<file path="src/rtl/assert_macros.svh">
// Assertion helpers for the RTL.
`ifndef ASSERT_MACROS_SVH
`define ASSERT_MACROS_SVH

// Check that a condition holds at every clock edge outside reset.
`define ASSERT_ALWAYS(label, clk, rst_n, cond) \
  label: assert property (@(posedge clk) disable iff (!rst_n) (cond)) \
    else $error("assertion failed");

// Check that an antecedent implies a consequent on the next clock edge.
`define ASSERT_NEXT(label, clk, rst_n, ante, cons) \
  label: assert property (@(posedge clk) disable iff (!rst_n) (ante) |=> (cons)) \
    else $error("assertion failed");

`endif

</file>
<file path="src/rtl/nsqm_pkg.sv">
`default_nettype none
package nsqm_pkg;

  localparam int unsigned MaxLists  = 16;
  localparam int unsigned PoolNodes = 1024;
  localparam int unsigned DataBits  = 64;

  localparam int unsigned FuncW   = 2;
  localparam int unsigned KeyW    = 16;
  localparam int unsigned WordW   = 64;
  localparam int unsigned StatusW = 3;

  typedef enum logic [FuncW-1:0] {
    FUNC_CREATE = 2'd0,
    FUNC_PUSH   = 2'd1,
    FUNC_POP    = 2'd2,
    FUNC_POP_X  = 2'd3
  } func_e;

  typedef enum logic [StatusW-1:0] {
    ST_OK         = 3'd0,
    ST_EXISTS     = 3'd1,
    ST_MISSING    = 3'd2,
    ST_EMPTY      = 3'd3,
    ST_TABLE_FULL = 3'd4,
    ST_POOL_FULL  = 3'd5
  } status_e;

  typedef struct packed {
    logic [FuncW-1:0] func;
    logic [KeyW-1:0]  list_key;
    logic             make_queue;
    logic [WordW-1:0] value;
  } cmd_t;

  typedef struct packed {
    logic [StatusW-1:0] status;
    logic [WordW-1:0]   popped_value;
    logic               popped_valid;
  } rsp_t;

endpackage
`default_nettype wire

</file>
<file path="src/rtl/nsqm_table.sv">
`default_nettype none
// List table: in-use bits in flops, key match and lowest free slot search.
module nsqm_table #(
  parameter int unsigned MAX_LISTS = nsqm_pkg::MaxLists,
  localparam int unsigned SlotW = (MAX_LISTS > 1) ? $clog2(MAX_LISTS) : 1
) (
  input  wire logic                     clk_i,
  input  wire logic                     rst_ni,
  input  wire logic [nsqm_pkg::KeyW-1:0] key_i,
  input  wire logic                     claim_i,
  input  wire logic [SlotW-1:0]         claim_slot_i,
  output logic                          hit_o,
  output logic [SlotW-1:0]              hit_slot_o,
  output logic                          free_o,
  output logic [SlotW-1:0]              free_slot_o
);
  import nsqm_pkg::*;

  logic [MAX_LISTS-1:0] in_use_q;
  logic [KeyW-1:0]      key_q [MAX_LISTS];

  always_ff @(posedge clk_i or negedge rst_ni) begin
    if (!rst_ni) begin
      in_use_q <= '0;
    end else if (claim_i) begin
      in_use_q[claim_slot_i] <= 1'b1;
    end
  end

  always_ff @(posedge clk_i) begin
    if (claim_i) begin
      key_q[claim_slot_i] <= key_i;
    end
  end

  // Scan from the top so the lowest index wins.
  always_comb begin
    hit_o       = 1'b0;
    hit_slot_o  = '0;
    free_o      = 1'b0;
    free_slot_o = '0;
    for (int i = MAX_LISTS - 1; i >= 0; i--) begin
      if (in_use_q[i] && key_q[i] == key_i) begin
        hit_o      = 1'b1;
        hit_slot_o = SlotW'(i);
      end
      if (!in_use_q[i]) begin
        free_o      = 1'b1;
        free_slot_o = SlotW'(i);
      end
    end
  end

endmodule
`default_nettype wire

</file>
<file path="config.mk">
export PLATFORM = sky130hd
export DESIGN_NAME = nsqm_table
export DESIGN_NICKNAME = d
export VERILOG_FILES = /design/src/rtl/assert_macros.svh /design/src/rtl/nsqm_pkg.sv /design/src/rtl/nsqm_table.sv
export SDC_FILE = /design/constraint.sdc
export NUM_CORES = 1
export LEC_CHECK = 0
export ABC_AREA = 1
export BUFFER_PORTS_ARGS = -buffer_cell sky130_fd_sc_hd__buf_2
export CORE_MARGIN = 5
export CORE_UTILIZATION = 45
export CTS_BUF_LIST = sky130_fd_sc_hd__clkbuf_8
export CTS_CLUSTER_SIZE = 40
export DETAILED_ROUTE_END_ITERATION = 6
export PLACE_DENSITY = 0.62
export REMOVE_ABC_BUFFERS = 1
export SETUP_SLACK_MARGIN = 0.15
export SLEW_MARGIN = 20
export SYNTH_ARGS = -nofsm -noshare
export SYNTH_HDL_FRONTEND = slang
export SYNTH_SLANG_ARGS = --single-unit
export TNS_END_PERCENT = 5
</file>
<file path="constraint.sdc">
create_clock -name clk_i -period 3.2 [get_ports clk_i]
set_clock_uncertainty 0.15 [all_clocks]
set_input_delay 0.96 -clock clk_i [delete_from_list [all_inputs] [get_ports clk_i]]
set_output_delay 0.96 -clock clk_i [all_outputs]
set_load 0.02 [all_outputs]
</file>
; ---- After elaboration in Yosys (flattened, before gate mapping)
; Memories as Yosys holds them, arrays and structs flattened.
; Index checks and enable logic that the tools add are counted.
[word_totals]
output_inout_bits = 10
ramBits = 256
register_bits = 16
wordCells = 106
inputBits = 23
memories = 1
[memory_table]
columns = name, words, word_bits, read_ports, rd_ports_with_merged_regs, wr, line_no
row1 = key_q, 16, 16, 16, 0, 1, nsqm_table.sv:20  ; logic [KeyW-1:0] key_q [MAX_LISTS];
[op_classes]
n_reduce_logical = 17
bitwise = 1
mux = 68
n_lt_le_gt_ge = 2
eq_ne = 16
[op_table]
columns = op, n
row1 = 16-bit == test, 16
row2 = 4-bit 2-to-1 mux, 32
row3 = 1-bit 2-to-1 mux, 35
row4 = 1-bit logical AND, 17
row5 = 16-bit OR, 1
row6 = "4-bit by 5-bit < comparator with 1-bit output, second input constant", 1
row7 = 1-bit demux with 4-bit select, 1
row8 = "4-bit by 1-bit greater-or-equal comparator with 1-bit output, second input constant", 1

; ---- Logic depth before layout (Yosys ltp)
[depth]
depth_word = 18
mapped_depth = 23
ltp_nobuf = 22

; ---- Worst setup path after synthesis
; No wires, ideal clock.
[synth_path]
path_kind = input to output
start = in key_i[8] (netlist bit)
end = out hit_slot_o[3]
setup_slack_ps = -634
stages = 8
arrival_ps = 2724
cell_sequence = buf_2 > buf_4 > or2_0 > a221oi_1 > nand3_1 > nand2_1 > nor3_1 > nor4_1
[synth_between]
elab_chain_len = 18
elab_cells_between_ends = 48
classes_between = eq/ne (16) / mux (16) / reduce/logical (16)
[synth_lines]
columns = element, line_no
row1 = "start, declared", nsqm_table.sv:9  ; input wire logic [nsqm_pkg::KeyW-1:0] key_i,
row2 = 16-bit == test, nsqm_table.sv:43  ; if (in_use_q[i] && key_q[i] == key_i) begin
row3 = 1-bit logical AND, nsqm_table.sv:43
row4 = 4-bit 2-to-1 mux (15 in a row), nsqm_table.sv:43
row5 = 4-bit 2-to-1 mux *, nsqm_table.sv:43
row6 = "end, declared", nsqm_table.sv:13  ; output logic [SlotW-1:0] hit_slot_o,
; Every way passes the cells marked *; elsewhere a longest branch is shown, timed or not.

; ---- Worst setup path in the final report
[layout_path]
start = in key_i[13] (netlist bit)
end = out hit_slot_o[0]
; The elaborated chain is that of the path after synthesis.

==> results_dict.tcl <==
set metrics [dict create \
    status "complete, but fails checks" \
    violations "negative setup slack" \
    die-width_um 174 \
    grt_max_degree 21 \
    syn_area_mm2 0.0122 \
    final_net_count 1248 \
    relSlewSlack_pct 74.5 \
    async_flop_share_pct 5.88 \
    hold_viol_final 0 \
    path_common_cell "nand2_1" \
    diodes 0 \
    drive_above_1_share_pct 28.6 \
    seq_area_frac_synth_pct 66.5 \
    synth_seq_cells 272 \
    slowest_delay_ps 320 \
    path_max_fanout 4 \
    critPathArrivalTime_ps 2930 \
    gp_congestion 0.906 \
    clock-root-buffer "clkbuf_8" \
    maxCapViolCount 0 \
    end_kind "output pin" \
    groute.usage.overall_pct 23.0 \
    power_w 0.00762 \
    final.min_clock_period_ps 4040 \
    cts.reportedPaths.clkPinSlew_ps 60 \
    p_int_w 0.00572 \
    yosysWarningCount 0 \
    wire_per_inst_um 22.1 \
    power_frac_clock_pct 37.0 \
    placement_rows 60 \
    worst_pin_slew_ps 383 \
    hp-class "primary input to asynchronous set/reset pin" \
    p_per_area_mw_per_mm2 503 \
    clock_latency_ps 560 \
    io_pins 33 \
    postSynthCellCount 1005 \
    grt_first_pass_wirelength_mm 53.3 \
    cts_tree "yes" \
    power_switching_w 0.00190 \
    leakagePower_nw 5.88 \
    crit_slowest_cell "a221oi_4" \
    cts.sinks 272 \
    drv_slew 0 \
    postSynthAreaPerCell_um2 12.1 \
    start_util_pct 45.4 \
    cts_max_level 2 \
    max-vdd-ir-drop_v 0.000347 \
    swShare_pct 24.9 \
    tns_ps -4060 \
    seqPwrFrac_pct 52.6 \
    grt_pass1_vias 8942 \
    synth_ff_type "edfxtp_1" \
    cts_buffers 45 \
    synth-edff-count 256 \
    antenna_found_initial 0 \
    combPwrFrac_pct 10.4 \
    clk_path_buf_depth 3 \
    wl_mm 35.4 \
    drt-initial-drc-count 840 \
    grt-ovfl-total 0 \
    io_buffers 32 \
    path_cells "buf_8 > buf_12 > buf_6 > or2_4 > a221oi_4 > nand4_1 > nand2_1 > nand2_1 > nand2_2 > nand2_1 > nand2_1 > nand2_1 > nand2_1 > nand2_1 > nand2_2 > a21oi_4 > buf_6" \
    vias 8968 \
    final-setup-viol-count 7 \
    max_freq_mhz 248 \
    core_mm2 0.0268 \
    vias_per_cell 5.61 \
    yosysUniqueCellTypes 48 \
    worstSetupPathType "primary input to output pin" \
    crit_path_start_kind "primary input" \
    rsz0062_at_grt "yes" \
    finalWorstSetupSlack_ps -840 \
    dpl.hpwl_mm 24.9 \
    fin_crit_sh_pct 126 \
    dr.pass1.iters 6 \
    area_growth_pct 24.5 \
    fp.dieArea_mm2 0.0304 \
    required_ps 2090 \
    die_y_um 174 \
    ant_nets 0 \
    drcViolationCount 0 \
]
## power groups by stage
| stage | logic [W] | registers (W) | clock network [W] |
|---|---|---|---|
| 4_1_cts | 0.000781 | 0.00401 | 0.00287 |
| 3_3_place_gp | 0.000721 | 0.00408 | 0 |
| 3_5_place_dp | 0.000729 | 0.00408 | 0 |
| 2_1_floorplan | 0.000288 | 0.00407 | 0 |
| 6_report | 0.000789 | 0.00401 | 0.00282 |
| 5_1_grt | 0.000843 | 0.00401 | 0.00303 |
## metrics by stage
stage / setup slack, ps / hold slack (ps) / area, µm² / util (%) / std cells
global placement: -1050 / 349 / 13900 / 51.9 / 1505
CTS: -835 / 133 / 15100 / 56.3 / 1597
global route: -973 / 164 / 15200 / 56.5 / 1599
floorplan: -581 / 318 / 11900 / - / 967
detailed placement: -1070 / 357 / 13900 / 51.9 / 1505
finish: -840 / 149 / 15200 / 56.5 / 1599
## synth_stat cells (11+ instances only)
master | count | area share (%)
dfrtp_1 | 16 | 3.3
inv_2 | 13 | 0.40
nor2_1 | 74 | 2.3
nor4_1 | 13 | 0.67
xor2_1 | 53 | 3.8
buf_4 | 15 | 0.93
o21ai_0 | 54 | 2.2
o21ai_1 | 20 | 0.82
a221oi_1 | 19 | 1.4
nand2_1 | 195 | 6.0
or2_2 | 25 | 1.3
a21oi_1 | 20 | 0.82
buf_6 | 12 | 1.1
o22ai_1 | 40 | 2.1
xnor2_1 | 11 | 0.79
nand3_1 | 14 | 0.58
edfxtp_1 | 256 | 63
nand4_1 | 12 | 0.62
inv_1 | 51 | 1.6
## flip-flops by register name, indices dropped and copies added, names as in the netlist
signal,flops
in_use_q,16
key_q,256
## layer usage
layer | global-route usage, % | vias up | part of all wire, %
li1 | - | 4088 | -
met1 | 31.3 | 4443 | 43
met2 | 37.5 | 359 | 47
met3 | 3.81 | 78 | 6.7
met4 | 7.95 | 0 | 3.3
met5 | 0 | - | 0
## path summary, 6_finish.rpt
check | startpoint | endpoint | slack (ps) | depth (start not counted)
worst max register to register | in_use_q[15]$_DFFE_PN0P_ | in_use_q[15]$_DFFE_PN0P_ | 2100 | 2
worst max-delay path | key_i[13] | hit_slot_o[0] | -840 | 17
max in group asynchronous | rst_ni | in_use_q[9]$_DFFE_PN0P_ | 2460 | 1
worst min-delay path | rst_ni | in_use_q[13]$_DFFE_PN0P_ | 150 | 1
min in group clk_i | in_use_q[9]$_DFFE_PN0P_ | in_use_q[9]$_DFFE_PN0P_ | 370 | 2
worst min register to register | in_use_q[9]$_DFFE_PN0P_ | in_use_q[9]$_DFFE_PN0P_ | 370 | 2
## cells in the final DEF (no fill, tap or decap), types with 7 or more instances in the layout
cell type	instances
nor4_2	8
buf_4	157
nand2_2	11
nand4_1	12
buf_2	17
inv_2	7
dfrtp_1	16
nand2_1	186
nor4_1	12
a22o_1	9
o22ai_1	40
buf_12	19
clkbuf_8	46
buf_6	14
nand3_1	13
inv_1	60
xnor2_1	10
xor2_1	53
edfxtp_1	256
o21ai_0	51
o21ai_1	23
a221oi_1	14
nor2_1	70
or2_2	24
clkinv_1	17
or2_1	7
a21oi_1	18
## final cells by class
type	instances	area, µm²
clock buffer	46	633
clock inverter	34	171
fill	2230	11600
inverter	65	274
multi-input combinational	630	3700
sequential	272	8090
tap	341	427
timing repair buffer	210	1850
timing repair inverter	1	3.75
## worst max-delay path, delay by kind of cell
kind                   cells  cell delay (ps)
buffers and inverters      4              480
AOI/OAI and AO/OA          2              380
and+or+nand+nor           11             1090
## cells by family after synthesis
kind of cell           synth area share [%]
AND/OR/NAND/NOR                        14.4
AO/OA/AOI/OAI                          10.0
XOR/XNOR                               4.61
flip-flops                             66.5
buffers and inverters                  4.50
## what timing repair did
item	4_1_cts	5_1_grt
setup buffers	10	2
setup endpoints to repair	9	9
gates cloned	2	0
pin swaps	30	14
hold buffers	0	0
gates resized for setup	72	14
Power figures use the tool's default switching activity.
